--- src/hw/rtl/dzz_pkg.sv ---
// ----------------------------------------------------------------------------
// dzz_pkg - shared types, codes and ZigZag helpers
// Register indexes, mode and direction codes, the transaction payload types
// and the ZigZag map functions used by the delta/ZigZag codec.
// ----------------------------------------------------------------------------
package dzz_pkg;

  // Configuration port geometry
  localparam int unsigned CFG_IDX_W  = 1;
  localparam int unsigned CFG_DATA_W = 2;

  // Register indexes
  localparam logic [CFG_IDX_W-1:0] REG_MODE = 1'd0;
  localparam logic [CFG_IDX_W-1:0] REG_DIR  = 1'd1;

  // Mode codes; the spare code behaves as passthrough
  localparam logic [1:0] MODE_PASS = 2'd0;
  localparam logic [1:0] MODE_S16  = 2'd1;
  localparam logic [1:0] MODE_P32  = 2'd2;

  // Direction codes
  localparam logic DIR_FWD = 1'b0;
  localparam logic DIR_INV = 1'b1;

  typedef struct packed {
    logic        restart;
    logic        raw_tail;
    logic [31:0] word_a;
    logic [31:0] word_b;
  } item_t;

  typedef struct packed {
    logic [31:0] out_a;
    logic [31:0] out_b;
  } result_t;

  // Map a signed 16-bit difference onto an unsigned code
  function automatic logic [15:0] zig16(input logic [15:0] d);
    return {d[14:0], 1'b0} ^ {16{d[15]}};
  endfunction

  function automatic logic [15:0] unzig16(input logic [15:0] u);
    return {1'b0, u[15:1]} ^ {16{u[0]}};
  endfunction

  function automatic logic [31:0] zig32(input logic [31:0] d);
    return {d[30:0], 1'b0} ^ {32{d[31]}};
  endfunction

  function automatic logic [31:0] unzig32(input logic [31:0] u);
    return {1'b0, u[31:1]} ^ {32{u[0]}};
  endfunction

endpackage

--- src/hw/rtl/dzz_if.sv ---
// ----------------------------------------------------------------------------
// dzz_if - stream channels of the delta/ZigZag codec
// Valid/ready channels for the input items and for the coded results.
// ----------------------------------------------------------------------------
interface dzz_in_if;
  logic        valid;
  logic        ready;
  logic        restart;
  logic        raw_tail;
  logic [31:0] word_a;
  logic [31:0] word_b;

  modport source (output valid, restart, raw_tail, word_a, word_b, input ready);
  modport sink   (input valid, restart, raw_tail, word_a, word_b, output ready);
endinterface

interface dzz_out_if;
  logic        valid;
  logic        ready;
  logic [31:0] out_a;
  logic [31:0] out_b;

  modport source (output valid, out_a, out_b, input ready);
  modport sink   (input valid, out_a, out_b, output ready);
endinterface

--- src/hw/rtl/dzz_core.sv ---
// ----------------------------------------------------------------------------
// dzz_core - predecessor state and single-pass coding datapath
// Works out the result of one item from the current predecessors and
// updates the predecessors when the transaction is taken.
// ----------------------------------------------------------------------------
module dzz_core (
  input  logic             clk,
  input  logic             rst,
  input  logic             take,
  input  dzz_pkg::item_t   item,
  input  logic [1:0]       mode,
  input  logic             direction,
  output dzz_pkg::result_t result
);

  logic [15:0] last_sample16, last_sample16_next;
  logic [31:0] last_stamp, last_stamp_next;
  logic [31:0] last_value, last_value_next;

  logic [15:0] base16;
  logic [31:0] base_stamp;
  logic [31:0] base_value;
  logic [15:0] x16;
  logic [15:0] sum16;
  logic [31:0] sum_stamp;
  logic [31:0] sum_value;

  // Restart clears the predecessors ahead of the item
  assign base16     = item.restart ? 16'd0 : last_sample16;
  assign base_stamp = item.restart ? 32'd0 : last_stamp;
  assign base_value = item.restart ? 32'd0 : last_value;
  assign x16        = item.word_a[15:0];

  assign sum16     = base16 + dzz_pkg::unzig16(x16);
  assign sum_stamp = base_stamp + dzz_pkg::unzig32(item.word_a);
  assign sum_value = base_value + dzz_pkg::unzig32(item.word_b);

  // Select result and next predecessors
  always_comb begin
    result.out_a       = item.word_a;
    result.out_b       = item.word_b;
    last_sample16_next = base16;
    last_stamp_next    = base_stamp;
    last_value_next    = base_value;
    if (!item.raw_tail && mode == dzz_pkg::MODE_S16) begin
      if (direction == dzz_pkg::DIR_FWD) begin
        result.out_a       = {16'd0, dzz_pkg::zig16(x16 - base16)};
        last_sample16_next = x16;
      end else begin
        result.out_a       = {16'd0, sum16};
        last_sample16_next = sum16;
      end
    end else if (!item.raw_tail && mode == dzz_pkg::MODE_P32) begin
      if (direction == dzz_pkg::DIR_FWD) begin
        result.out_a    = dzz_pkg::zig32(item.word_a - base_stamp);
        result.out_b    = dzz_pkg::zig32(item.word_b - base_value);
        last_stamp_next = item.word_a;
        last_value_next = item.word_b;
      end else begin
        result.out_a    = sum_stamp;
        result.out_b    = sum_value;
        last_stamp_next = sum_stamp;
        last_value_next = sum_value;
      end
    end
  end

  // Advance predecessors on each taken transaction
  always_ff @(posedge clk) begin
    if (rst) begin
      last_sample16 <= '0;
      last_stamp    <= '0;
      last_value    <= '0;
    end else if (take) begin
      last_sample16 <= last_sample16_next;
      last_stamp    <= last_stamp_next;
      last_value    <= last_value_next;
    end
  end

`ifndef SYNTHESIS
  // A restart leaves every predecessor at zero when the item is raw tail
  a_restart_raw_clears: assert property (@(posedge clk) disable iff (rst)
    take && item.restart && item.raw_tail |=>
      last_sample16 == 16'd0 && last_stamp == 32'd0 && last_value == 32'd0)
    else $error("restart with raw tail did not clear predecessors");

  // A raw tail without restart never disturbs the predecessors
  a_raw_holds_state: assert property (@(posedge clk) disable iff (rst)
    take && item.raw_tail && !item.restart |=>
      $stable(last_sample16) && $stable(last_stamp) && $stable(last_value))
    else $error("raw tail changed predecessors");

  // The 16-bit channel leaves the paired predecessors alone
  a_s16_keeps_pair: assert property (@(posedge clk) disable iff (rst)
    take && !item.restart && mode == dzz_pkg::MODE_S16 |=>
      $stable(last_stamp) && $stable(last_value))
    else $error("16-bit mode changed paired predecessors");

  // Results in 16-bit mode carry zero upper bits
  a_s16_upper_zero: assert property (@(posedge clk) disable iff (rst)
    take && !item.raw_tail && mode == dzz_pkg::MODE_S16 |->
      result.out_a[31:16] == 16'd0)
    else $error("16-bit result has nonzero upper half");
`endif

endmodule

--- src/hw/rtl/dzz_outbuf.sv ---
// ----------------------------------------------------------------------------
// dzz_outbuf - two-entry output skid buffer
// Holds results for the output channel so that the input ready comes from
// a register and never waits on the receiver combinationally.
// ----------------------------------------------------------------------------
module dzz_outbuf (
  input  logic             clk,
  input  logic             rst,
  input  logic             push,
  input  dzz_pkg::result_t push_data,
  output logic             can_push,
  output logic             out_valid,
  input  logic             out_ready,
  output dzz_pkg::result_t out_data
);

  logic             head_valid;
  logic             skid_valid;
  dzz_pkg::result_t head;
  dzz_pkg::result_t skid;
  logic             pop;

  assign pop       = head_valid && out_ready;
  assign can_push  = !skid_valid;
  assign out_valid = head_valid;
  assign out_data  = head;

  // Control: head and skid occupancy
  always_ff @(posedge clk) begin
    if (rst) begin
      head_valid <= 1'b0;
      skid_valid <= 1'b0;
    end else if (skid_valid) begin
      if (pop) begin
        skid_valid <= 1'b0;
      end
    end else if (push) begin
      if (head_valid && !pop) begin
        skid_valid <= 1'b1;
      end else begin
        head_valid <= 1'b1;
      end
    end else if (pop) begin
      head_valid <= 1'b0;
    end
  end

  // Payload: refill the head from the skid, or load the new result
  always_ff @(posedge clk) begin
    if (skid_valid) begin
      if (pop) begin
        head <= skid;
      end
    end else if (push) begin
      if (head_valid && !pop) begin
        skid <= push_data;
      end else begin
        head <= push_data;
      end
    end
  end

`ifndef SYNTHESIS
  // The skid entry is only ever occupied behind a full head
  a_skid_behind_head: assert property (@(posedge clk) disable iff (rst)
    skid_valid |-> head_valid)
    else $error("skid entry valid with empty head");

  // A stalled head with a waiting skid keeps both entries
  a_stall_keeps_skid: assert property (@(posedge clk) disable iff (rst)
    skid_valid && !out_ready |=> skid_valid && head_valid)
    else $error("buffer dropped a result under stall");

  // A push into a busy, stalled head lands in the skid entry
  a_push_to_skid: assert property (@(posedge clk) disable iff (rst)
    push && can_push && head_valid && !out_ready |=> skid_valid)
    else $error("push under stall did not fill skid entry");
`endif

endmodule

--- src/hw/rtl/delta_zigzag_codec_top.sv ---
// ----------------------------------------------------------------------------
// delta_zigzag_codec_top - delta/ZigZag stream codec
// Forward or inverse first-order delta coding with ZigZag mapping in
// passthrough, single 16-bit or paired 32-bit mode.
// ----------------------------------------------------------------------------
// Usage:
//   Items arrive on sample_in (valid/ready); one result per item leaves on
//   code_out (valid/ready) in the same order. Mode and direction are set
//   through the write port (cfg_we, cfg_index, cfg_data) while the stream
//   is idle.
//   Each result is registered in the output buffer when its item is
//   taken. Throughput: one item per cycle while sample_in.ready is high;
//   the predecessor registers are updated in the same cycle, so each item sees the one before it.
//   A two-entry output buffer decouples the sides: sample_in.ready is
//   registered and drops only when both entries hold results the receiver
//   has not taken; it rises again the cycle after a result is taken.
//   Reset (rst, synchronous) empties the buffer, sets mode to passthrough,
//   direction to forward and clears all predecessors to zero.
// ----------------------------------------------------------------------------
module delta_zigzag_codec_top (
  input  logic                                clk,
  input  logic                                rst,
  input  logic                                cfg_we,
  input  logic [dzz_pkg::CFG_IDX_W-1:0]       cfg_index,
  input  logic [dzz_pkg::CFG_DATA_W-1:0]      cfg_data,
  dzz_in_if.sink                              sample_in,
  dzz_out_if.source                           code_out
);

  logic [1:0]       mode;
  logic             direction;
  logic             take;
  logic             can_push;
  dzz_pkg::item_t   item;
  dzz_pkg::result_t result;
  dzz_pkg::result_t out_data;

  // Configuration registers
  always_ff @(posedge clk) begin
    if (rst) begin
      mode      <= dzz_pkg::MODE_PASS;
      direction <= dzz_pkg::DIR_FWD;
    end else if (cfg_we) begin
      unique case (cfg_index)
        dzz_pkg::REG_MODE: mode      <= cfg_data[1:0];
        dzz_pkg::REG_DIR:  direction <= cfg_data[0];
        default:           mode      <= mode;
      endcase
    end
  end

  // Input handshake and payload
  assign sample_in.ready = can_push;
  assign take            = sample_in.valid && can_push;
  assign item.restart    = sample_in.restart;
  assign item.raw_tail   = sample_in.raw_tail;
  assign item.word_a     = sample_in.word_a;
  assign item.word_b     = sample_in.word_b;

  dzz_core u_core (
    .clk       (clk),
    .rst       (rst),
    .take      (take),
    .item      (item),
    .mode      (mode),
    .direction (direction),
    .result    (result)
  );

  dzz_outbuf u_outbuf (
    .clk       (clk),
    .rst       (rst),
    .push      (take),
    .push_data (result),
    .can_push  (can_push),
    .out_valid (code_out.valid),
    .out_ready (code_out.ready),
    .out_data  (out_data)
  );

  assign code_out.out_a = out_data.out_a;
  assign code_out.out_b = out_data.out_b;

endmodule

--- src/flat_wrapper.sv ---
// flat-port wrapper written by rule: the top's interface ports become plain ports
module delta_zigzag_codec_top_flat 
  (clk, rst, cfg_we, cfg_index, cfg_data, sample_in_valid, sample_in_restart, sample_in_raw_tail, sample_in_word_a, sample_in_word_b, sample_in_ready, code_out_valid, code_out_out_a, code_out_out_b, code_out_ready);
  dzz_in_if sample_in_i ();
  dzz_out_if code_out_i ();
  input  logic clk;
  input  logic rst;
  input  logic cfg_we;
  input  logic [dzz_pkg::CFG_IDX_W-1:0] cfg_index;
  input  logic [dzz_pkg::CFG_DATA_W-1:0] cfg_data;
  input wire logic [$bits(sample_in_i.valid)-1:0] sample_in_valid;
  input wire logic [$bits(sample_in_i.restart)-1:0] sample_in_restart;
  input wire logic [$bits(sample_in_i.raw_tail)-1:0] sample_in_raw_tail;
  input wire logic [$bits(sample_in_i.word_a)-1:0] sample_in_word_a;
  input wire logic [$bits(sample_in_i.word_b)-1:0] sample_in_word_b;
  output wire logic [$bits(sample_in_i.ready)-1:0] sample_in_ready;
  output wire logic [$bits(code_out_i.valid)-1:0] code_out_valid;
  output wire logic [$bits(code_out_i.out_a)-1:0] code_out_out_a;
  output wire logic [$bits(code_out_i.out_b)-1:0] code_out_out_b;
  input wire logic [$bits(code_out_i.ready)-1:0] code_out_ready;
  assign sample_in_i.valid = sample_in_valid;
  assign sample_in_i.restart = sample_in_restart;
  assign sample_in_i.raw_tail = sample_in_raw_tail;
  assign sample_in_i.word_a = sample_in_word_a;
  assign sample_in_i.word_b = sample_in_word_b;
  assign sample_in_ready = sample_in_i.ready;
  assign code_out_valid = code_out_i.valid;
  assign code_out_out_a = code_out_i.out_a;
  assign code_out_out_b = code_out_i.out_b;
  assign code_out_i.ready = code_out_ready;
  delta_zigzag_codec_top u_core (.clk(clk), .rst(rst), .cfg_we(cfg_we), .cfg_index(cfg_index), .cfg_data(cfg_data), .sample_in(sample_in_i), .code_out(code_out_i));
endmodule
--- config.mk ---
export PLATFORM = sky130hd
export DESIGN_NAME = delta_zigzag_codec_top_flat
export DESIGN_NICKNAME = d
export VERILOG_FILES = /design/src/hw/rtl/dzz_pkg.sv /design/src/hw/rtl/dzz_if.sv /design/src/hw/rtl/dzz_core.sv /design/src/hw/rtl/dzz_outbuf.sv /design/src/hw/rtl/delta_zigzag_codec_top.sv /design/src/flat_wrapper.sv
export SDC_FILE = /design/constraint.sdc
export NUM_CORES = 1
export LEC_CHECK = 0
export ABC_AREA = 1
export BUFFER_PORTS_ARGS = -buffer_cell sky130_fd_sc_hd__buf_4
export CAP_MARGIN = 20
export CORE_ASPECT_RATIO = 0.7
export CORE_MARGIN = 2
export CORE_UTILIZATION = 44
export DETAILED_ROUTE_END_ITERATION = 10
export PLACE_DENSITY_LB_ADDON = 0.05
export SLEW_MARGIN = 0
export SYNTH_ARGS = -nofsm -noshare
export SYNTH_HDL_FRONTEND = slang
export SYNTH_HIERARCHICAL = 1
export SYNTH_SLANG_ARGS = --single-unit
--- constraint.sdc ---
create_clock -name clk -period 5.5 [get_ports clk]
set_input_delay 1.65 -clock clk [delete_from_list [all_inputs] [get_ports clk]]
set_output_delay 1.65 -clock clk [all_outputs]
set_load 0.03 [all_outputs]
Yosys cells after proc, flatten, opt, wreduce, memory -nomap -nowiden
Index checks and enable logic that the tools add are counted.
{"block": "classes", "addsub": 6, "eq_ne": 5, "mux": 27, "n_bitwise": 8, "reduce_logical": 15}
{"operator": "$mux 64", "count": 6}
{"operator": "$mux 32", "count": 10}
{"operator": "$add 32x32->32", "count": 2}
{"operator": "$mux 16", "count": 4}
{"operator": "$sub 32x32->32", "count": 2}
{"operator": "$xor 31x32->32", "count": 2}
{"operator": "$xor 32x32->32", "count": 2}
{"operator": "$add 16x16->16", "count": 1}
{"operator": "$sub 16x16->16", "count": 1}
{"operator": "$xor 15x16->16", "count": 1}
{"operator": "$xor 16x16->16", "count": 1}
{"operator": "$reduce_and 3->1", "count": 3}
{"operator": "$mux 1", "count": 7}
{"operator": "$logic_and 1x1->1", "count": 5}
{"operator": "$ne 2x2->1 const B", "count": 2}
{"operator": "$reduce_and 2->1", "count": 2}
{"operator": "$reduce_bool 2->1", "count": 2}
{"operator": "$logic_not 1->1", "count": 3}
{"operator": "$eq 2x1->1 const B", "count": 1}
{"operator": "$eq 2x2->1 const B", "count": 1}
{"operator": "$ne 2x1->1 const B", "count": 1}
{"operator": "$not 1->1", "count": 2}
{"block": "word_totals", "ff_bits": 213, "in_bits": 74}

Longest topological paths before layout
Gate-level depths: netlist (run 1).
{"block": "depth", "word_depth": 9, "mapped_depth": 25}

By module
The synthesis (run 1) kept the hierarchy.
{"module": "dzz_core", "n_inst": 1, "cells_each": 3091, "area_each_um2": 16978.8}
{"module": "dzz_outbuf", "n_inst": 1, "cells_each": 356, "area_each_um2": 4805.9}
{"module": "delta_zigzag_codec_top", "n_inst": 1, "cells_each": 23, "area_each_um2": 142.6}

Worst setup path after synthesis (run 1)
OpenSTA, ideal clock, no wires.
{"block": "synth_path", "kind": "input to register", "from": "input port sample_in_valid", "to": "register u_core.u_outbuf.head (netlist bit u_core/u_outbuf/out_data[0]), enable pin", "arrival_ns": 4.962, "required_ns": 4.993, "path_slack_ns": 0.031, "cell_stages": 4, "n_path_buf": 0, "cell_sequence": "nand2_1 inv_1 nand2_1 a21oi_1"}
{"block": "synth_via", "elab_chain_cells": 3}
{"item": "from (decl)", "line": "flat_wrapper.sv:11", "rtl": "input wire logic [$bits(sample_in_i.valid)-1:0] sample_in_valid;"}
{"item": "$logic_and 1x1->1", "line": "delta_zigzag_codec_top.sv:54", "rtl": "assign take = sample_in.valid && can_push;"}
{"item": "via u_core.take", "line": "delta_zigzag_codec_top.sv:32", "rtl": "logic take;"}
{"item": "$reduce_bool 2->1 (no line)"}
{"item": "$reduce_and 3->1 (no line)"}
{"item": "to (signal assigned)", "line": "dzz_outbuf.sv:52", "rtl": "head <= skid;"}
{"item": "to (signal assigned)", "line": "dzz_outbuf.sv:58", "rtl": "head <= push_data;"}
{"item": "to (decl)", "line": "dzz_outbuf.sv:19", "rtl": "dzz_pkg::result_t head;"}
The timed path passes the listed nets, and every way through them passes these cells.
A chain may end at the register's enable or synchronous reset.

==> results.txt, run 1 <==
Clk slew on worst S/H paths -> 60 ps
DR pass1 iterations -> 6
Nets -> 3840
WL/cell -> 20.7 um
Comb pwr share -> 33.7%
IO Count -> 140
Worst-margin pin slew -> 1070 ps
Detail Route Antenna Nets -> 0
Global-route wire length before repair -> 133 mm
Area contributors post-synth -> nand2_1, edfxtp_1, ha_1
Clk buf depth -> 3
Most frequent CP cell -> nand2_1
Pleak -> 0.0119 uW
Internal power -> 3320 uW
Antenna violations before repair -> 2
Routed vias -> 24400
Top FF cell, synth -> edfxtp_1
Max Cap Viol -> 0
Area leader, netlist -> nand2_1
Die H -> 191 um
CP Capture Type -> flip-flop
Sw frac -> 38.1%
Total GRT Usage -> 33.4%
Worst EP arrival -> 5480 ps
Layout cells sized above 1 -> 9.17%
Post-Route WL -> 88.8 mm
Syn Area/Cell -> 6.32 um2
Class of the most critical setup path -> in2reg
Slowest cell on crit path -> o21ai_0
Slew Viols, Final -> 0
Die width -> 271 um
Post-CTS sizing -> 0
HPWL after DPL -> 70.3 mm
Pwr per Cell Area -> 216 mW/mm2
Cell variety after synth -> 52
# hold bufs at CTS -> 0
Worst clock skew -> 22.9 ps
Critical path, cell by cell -> buf_4 > inv_2 > buf_12 > buf_12 > nand2_1 > ha_1 > nand2_1 > nor2_1 > inv_1 > nor3_1 > nand3_2 > nand3_1 > nand2_4 > nor2_4 > buf_4 > nand2_1 > nand2_1 > o21ai_0 > o21ai_0 > nand2_1 > nand2_1
Synth async-reset ratio -> 0%
Synth warn -> 6
Vias per cell -> 5.69
Syn nets -> 3708
Post-synthesis sequential area ratio -> 25.3%
Final GP Congestion -> 1.04
Vias in the first global route -> 21300
Setup TNS -> 0 ps
Worst Setup Start Kind -> primary input
Initial DRC count -> 2990
Core Box Area -> 0.0493 mm2
EDFF count, synth -> 128
Setup violators final -> 0
Die Area -> 0.0517 mm2
# DRC -> 0
RSZ-0062 raised after global routing -> false
Worst Path Max Fanout -> 17
Status -> finished clean
Final Cycle Share -> 91.6%
Crit path largest cell delay -> 530 ps
Initial Util -> 44.5%
CTS tree -> yes
Synth-to-Final Area Change -> 13.3%
Fin area -> 0.0248 mm2
Reg power frac -> 34.3%
CTS Sinks -> 213
Worst min path class -> reg2reg
Port bufs -> 139
Placed cell area -> 0.0240 mm2
Num rows -> 68
Total congestion overflow -> 0
Post CTS Setup Buffer Count -> 0
Commonest cells post-synth -> nand2_1, inv_1, a21oi_1
NetSw -> 2040 uW
Post-Synthesis Cells -> 3470
Clock network fraction of design power -> 32.0%
Period minus WS final -> 5040 ps
Worst-Skew Late Latency -> 580 ps
FMAX -> 0.199 GHz
Cell Area, Synth -> 0.0219 mm2
Hold Vio Cnt, Final -> 0
Worst path bufs/invs -> 6
Area share of the largest cell type after synthesis -> 18.6%
H-tree depth -> 1
Largest net degree at the start of global routing -> 133
Critical path required time -> 5940 ps
Most common cell in the netlist -> nand2_1
Family with the most delay on the worst path -> simple AND/OR/NAND/NOR gates
CTS Buf Count -> 26
Max VDD drop -> 0.000205 V
FF+latch count, synth -> 213
Relative slew margins -> 27.7%
Clk Tree Root Cell -> clkbuf_16
## kinds of logic (layout without fill, tap and decap cells)
kind of cell,count (synthesis),in the layout,share of synthesized area (%)
other cells,0,1,0
xor+xnor,122,122,4.87
flops,213,213,25.3
fa+ha+maj,164,164,9.50
buf+inv,555,707,10.0
compound gates,702,702,17.9
simple gates,1714,1714,32.4
## worst register-to-register path: cells and delay by family (launching register included)
kind | cells | cell delay (ps)
AO/OA/AOI/OAI | 5 | 1140
adder cells (fa/ha/maj) | 1 | 340
buffers and inverters | 3 | 420
flip-flops | 1 | 370
AND/OR/NAND/NOR | 11 | 1570
## metrics by stage
step / setup slack (ps) / utilization (%) / std cells / power (uW) / hold slack, ps
after floorplan: 31.3 / - / 3470 / 2980 / 432
after global placement: 15.4 / 48.8 / 4239 / 3610 / 451
after CTS: 618 / 50.4 / 4287 / 5340 / 465
final: 464 / 50.4 / 4288 / 5360 / 464
after global routing: 272 / 50.4 / 4287 / 5610 / 478
after detailed placement: 53.0 / 48.8 / 4239 / 3620 / 455
## cells in the final DEF, fill, tap and decap left out, types with 19 or more instances in the layout
cell type,count
nand3_1,258
edfxtp_1,128
xor2_1,100
a21oi_1,352
nand3b_1,23
o21ai_1,19
nand2_1,1086
a31oi_1,19
o211ai_1,37
nor2_1,235
buf_4,215
nor3_1,40
xnor2_1,22
ha_1,160
dfxtp_1,83
o21bai_1,19
inv_1,416
o21ai_0,164
clkbuf_16,28
a21o_1,22
## power groups by stage
stage / registers (uW) / logic (uW) / clock network [uW]
2_1_floorplan: 1960 / 1020 / 0
3_3_place_gp: 1870 / 1740 / 0
5_1_grt: 1840 / 1960 / 1800
6_report: 1840 / 1810 / 1720
4_1_cts: 1840 / 1760 / 1740
3_5_place_dp: 1870 / 1750 / 0
## registers in the layout, summed over array words and instances (netlist names)
signal,cells
u_core/direction,1
u_core/mode,2
u_core/u_core/last_sample16,16
u_core/u_core/last_stamp,32
u_core/u_core/last_value,32
u_core/u_outbuf/out_data,64
u_core/u_outbuf/out_valid,1
u_core/u_outbuf/skid,64
u_core/u_outbuf/skid_valid,1
## metal layers
metal / up-vias / global-route usage [%] / wire, um
met5: - / 0 / 54
met4: 4 / 4.46 / 1080
met3: 76 / 8.60 / 10900
met2: 1225 / 43.5 / 32500
met1: 11400 / 54.1 / 44300
li1: 11700 / - / -
## path summary, 6_finish.rpt
check | slack, ps | start | end | cells after the start
max | 460 | sample_in_restart | u_core/u_outbuf/out_data[37] | 21
min | 460 | u_core/u_core/last_sample16[8] | u_core/u_core/last_sample16[8] | 2
max reg2reg | 1520 | u_core/u_core/last_stamp[16] | u_core/u_outbuf/out_data[37] | 20
min reg2reg | 460 | u_core/u_core/last_sample16[8] | u_core/u_core/last_sample16[8] | 2
## layout make-up
| type | instances | area, um2 |
|---|---|---|
| fill | 5141 | 24400 |
| multi-input combinational | 2702 | 14200 |
| sequential | 213 | 5550 |
| timing repair buffer | 224 | 1790 |
| inverter | 435 | 1640 |
| tap | 665 | 832 |
| clock buffer | 38 | 748 |
| clock inverter | 10 | 72.6 |
| antenna | 1 | 2.50 |
Note: power is estimated with default switching activity, not from simulation.
==> inputs of run 2 (changes only) <==
--- a/config.mk
+++ b/config.mk
@@ -7,12 +7,12 @@
 export LEC_CHECK = 0
 export ABC_AREA = 1
 export BUFFER_PORTS_ARGS = -buffer_cell sky130_fd_sc_hd__buf_4
-export CAP_MARGIN = 20
 export CORE_ASPECT_RATIO = 0.7
 export CORE_MARGIN = 2
 export CORE_UTILIZATION = 44
 export DETAILED_ROUTE_END_ITERATION = 10
 export PLACE_DENSITY_LB_ADDON = 0.05
+export REMOVE_ABC_BUFFERS = 1
 export SLEW_MARGIN = 0
 export SYNTH_ARGS = -nofsm -noshare
 export SYNTH_HDL_FRONTEND = slang
==> run 2 against run 1 <==
Cell area shrank 0.45%. Largest cell class unchanged. Global-route usage shrank 0.50 points. Highest routed layer is now met4. Largest power group is now clock. Critical path depth is the same. First-iteration DRC count shrank 12%.
==> results.txt, run 2 (synthesis gave the netlist of run 1 again) <==
Status -> finished clean (unchanged)
Slew Viols, Final -> 0 (unchanged)
Clk buf depth -> 3 (unchanged)
Commonest non-fill, non-tap cell in the layout -> nand2_1 (unchanged)
H-tree depth -> 1 (unchanged)
Port bufs -> 139 (unchanged)
Worst Setup Start Kind -> primary input (unchanged)
Post-Route WL -> 87.1 mm (was 88.8 mm)
DR pass1 iterations -> 6 (unchanged)
CP Capture Type -> flip-flop (unchanged)
Initial Util -> 44.5% (unchanged)
Most Crowded Layer GR -> met1 (unchanged)
Non-filler instance count after layout -> 4257 (was 4288)
Routed vias -> 24200 (was 24400)
Setup violators final -> 0 (unchanged)
Reg2reg setup slack -> 1790 ps (was 1520 ps)
Die H -> 191 um (unchanged)
Final GP Congestion -> 0.988 (was 1.04)
Grt met3 use -> 6.28% (was 8.60%)
Hold Path Depth -> 2 (unchanged)
Detail Route Antenna Nets -> 0 (unchanged)
# hold bufs at CTS -> 0 (unchanged)
Startpoint of the worst hold path -> u_core/u_core/last_stamp[10] (was u_core/u_core/last_sample16[8])
Global-route wire length before repair -> 132 mm (was 133 mm)
Post-CTS sizing -> 0 (unchanged)
Antenna violations before repair -> 4 (was 2)
Class of the most critical setup path -> in2reg (unchanged)
Post CTS Setup Buffer Count -> 0 (unchanged)
Layout cells sized above 1 -> 8.58% (was 9.17%)
Num rows -> 68 (unchanged)
RR Startpoint -> u_core/u_core/last_stamp[16] (unchanged)
Hold Vio Cnt, Final -> 0 (unchanged)
Vias in the first global route -> 22000 (was 21300)
Initial DRC count -> 2634 (was 2990)
Worst-margin pin slew -> 947 ps (was 1070 ps)
RSZ-0062 raised after global routing -> false (unchanged)
RR Endpoint -> u_core/u_outbuf/out_data[44] (was u_core/u_outbuf/out_data[37])
Pwr per Cell Area -> 224 mW/mm2 (was 216 mW/mm2)
Most frequent cells in the layout -> nand2_1, inv_1, a21oi_1 (unchanged)
CTS tree -> yes (unchanged)
FF-to-FF path depth -> 20 (unchanged)
Worst Path Max Fanout -> 27 (was 17)
Worst-Skew Late Latency -> 570 ps (was 580 ps)
Placed Cells -> 4208 (was 4239)
Period minus WS final -> 4870 ps (was 5040 ps)
Vias per cell -> 5.70 (was 5.69)
Max Cap Viol -> 0 (unchanged)
Worst clock skew -> 17.9 ps (was 22.9 ps)
# DRC -> 0 (unchanged)
Worst min path class -> reg2reg (unchanged)
Nets -> 3809 (was 3840)
Die width -> 271 um (unchanged)
Clk Tree Root Cell -> clkbuf_16 (unchanged)
Total GRT Usage -> 32.9% (was 33.4%)
Fin area -> 0.0247 mm2 (was 0.0248 mm2)
CTS Sinks -> 213 (unchanged)
CTS Buf Count -> 26 (unchanged)
Max VDD drop -> 0.000211 V (was 0.000205 V)
Routing usage on met1 -> 51.3% (was 54.1%)
Hold endpoint -> u_core/u_core/last_stamp[10] (was u_core/u_core/last_sample16[8])
Final Cycle Share -> 88.6% (was 91.6%)
GRT met2 Usage -> 45.8% (was 43.5%)
Synth-to-Final Area Change -> 12.8% (was 13.3%)
WL/cell -> 20.5 um (was 20.7 um)
Placed cell area -> 0.0238 mm2 (was 0.0240 mm2)
Largest net degree at the start of global routing -> 133 (unchanged)
FMAX -> 0.205 GHz (was 0.199 GHz)
IO Count -> 140 (unchanged)
Relative slew margins -> 36.9% (was 27.7%)
Critical path required time -> 5940 ps (about the same)
Pleak -> 0.0118 uW (was 0.0119 uW)
Core Box Area -> 0.0493 mm2 (unchanged)
Total congestion overflow -> 0 (unchanged)
Clk slew on worst S/H paths -> 70 ps (was 60 ps)
HPWL after DPL -> 66.7 mm (was 70.3 mm)
Worst EP arrival -> 5310 ps (was 5480 ps)
Die Area -> 0.0517 mm2 (unchanged)
## run 2: changes by cell type in the layout (fill, tap and decap cells not counted)
cell        change
clkbuf_1        -6
clkinv_1        -1
clkinvlp_4      +5
inv_2           -1
bufinv_16       +5
clkinv_4        -1
dfxtp_2         -1
buf_4          -31
dfxtp_4         +1
clkbuf_16       -1
clkinv_8        -1
inv_8           +1
## run 2: cell type report
class                   instances  area [um2]
well taps                     665         832
diodes                          1        2.50
multi-input cells            2702       14200
inverters                     435        1640
fillers                      5118       24500
repair buffers                193        1560
clock inverters                17         238
clock buffers                  31         701
flip-flops and latches        213        5550
## run 2: worst max path at each step
stage / endpoint / from / slack, ps / cells past startpoint
finish: u_core/u_outbuf/out_data[44] / sample_in_restart / 630 / 21
global route: u_core/u_outbuf/out_data[44] / sample_in_restart / 380 / 20
CTS: u_core/u_outbuf/out_data[44] / sample_in_restart / 780 / 20
detailed placement: u_core/u_outbuf/out_data[36] / sample_in_restart / 210 / 20
global placement: u_core/u_outbuf/out_data[44] / sample_in_restart / 260 / 20
floorplan: u_core/u_outbuf/out_data[33] / sample_in_raw_tail / -7760 / 8
## run 2: metal layers
| layer | share of wire, % | routed length, um |
|---|---|---|
| met5 | 0 | 0 |
| met4 | 2.2 | 1890 |
| met3 | 9.9 | 8630 |
| met2 | 39 | 33600 |
| met1 | 49 | 43000 |
## run 2: power breakdown
group          switching [uW]  internal, uW
Sequential               41.7          1800
Clock                     805          1150
Combinational            1200           554
## run 2: worst max-delay path: stages
cell and delay, ps:
buf_4 170, inv_2 120, buf_12 210, nand2_1 160, ha_1 400, nand2_1 90, o21ai_0 310, a21oi_1 130
nand2_2 180, nand3_2 100, nand2_1 90, nand2_1 90, nand2_4 120, nand2_1 400, nor2_1 220, nor2_1 60
nand3_1 130, nand3_1 260, nand2_1 210, nand2_1 70, nand2_1 100
## run 2: through the flow
step / total power [uW] / utilization (%) / TNS [ps] / setup WS [ps] / hold slack (ps)
finish: 5550 / 50.2 / 0 / 626 / 466
global route: 5800 / 50.2 / 0 / 382 / 477
CTS: 5540 / 50.2 / 0 / 777 / 466
detailed placement: 3580 / 48.3 / 0 / 208 / 456
global placement: 3570 / 48.3 / 0 / 262 / 452
floorplan: 2940 / - / -1164790 / -7760 / 439
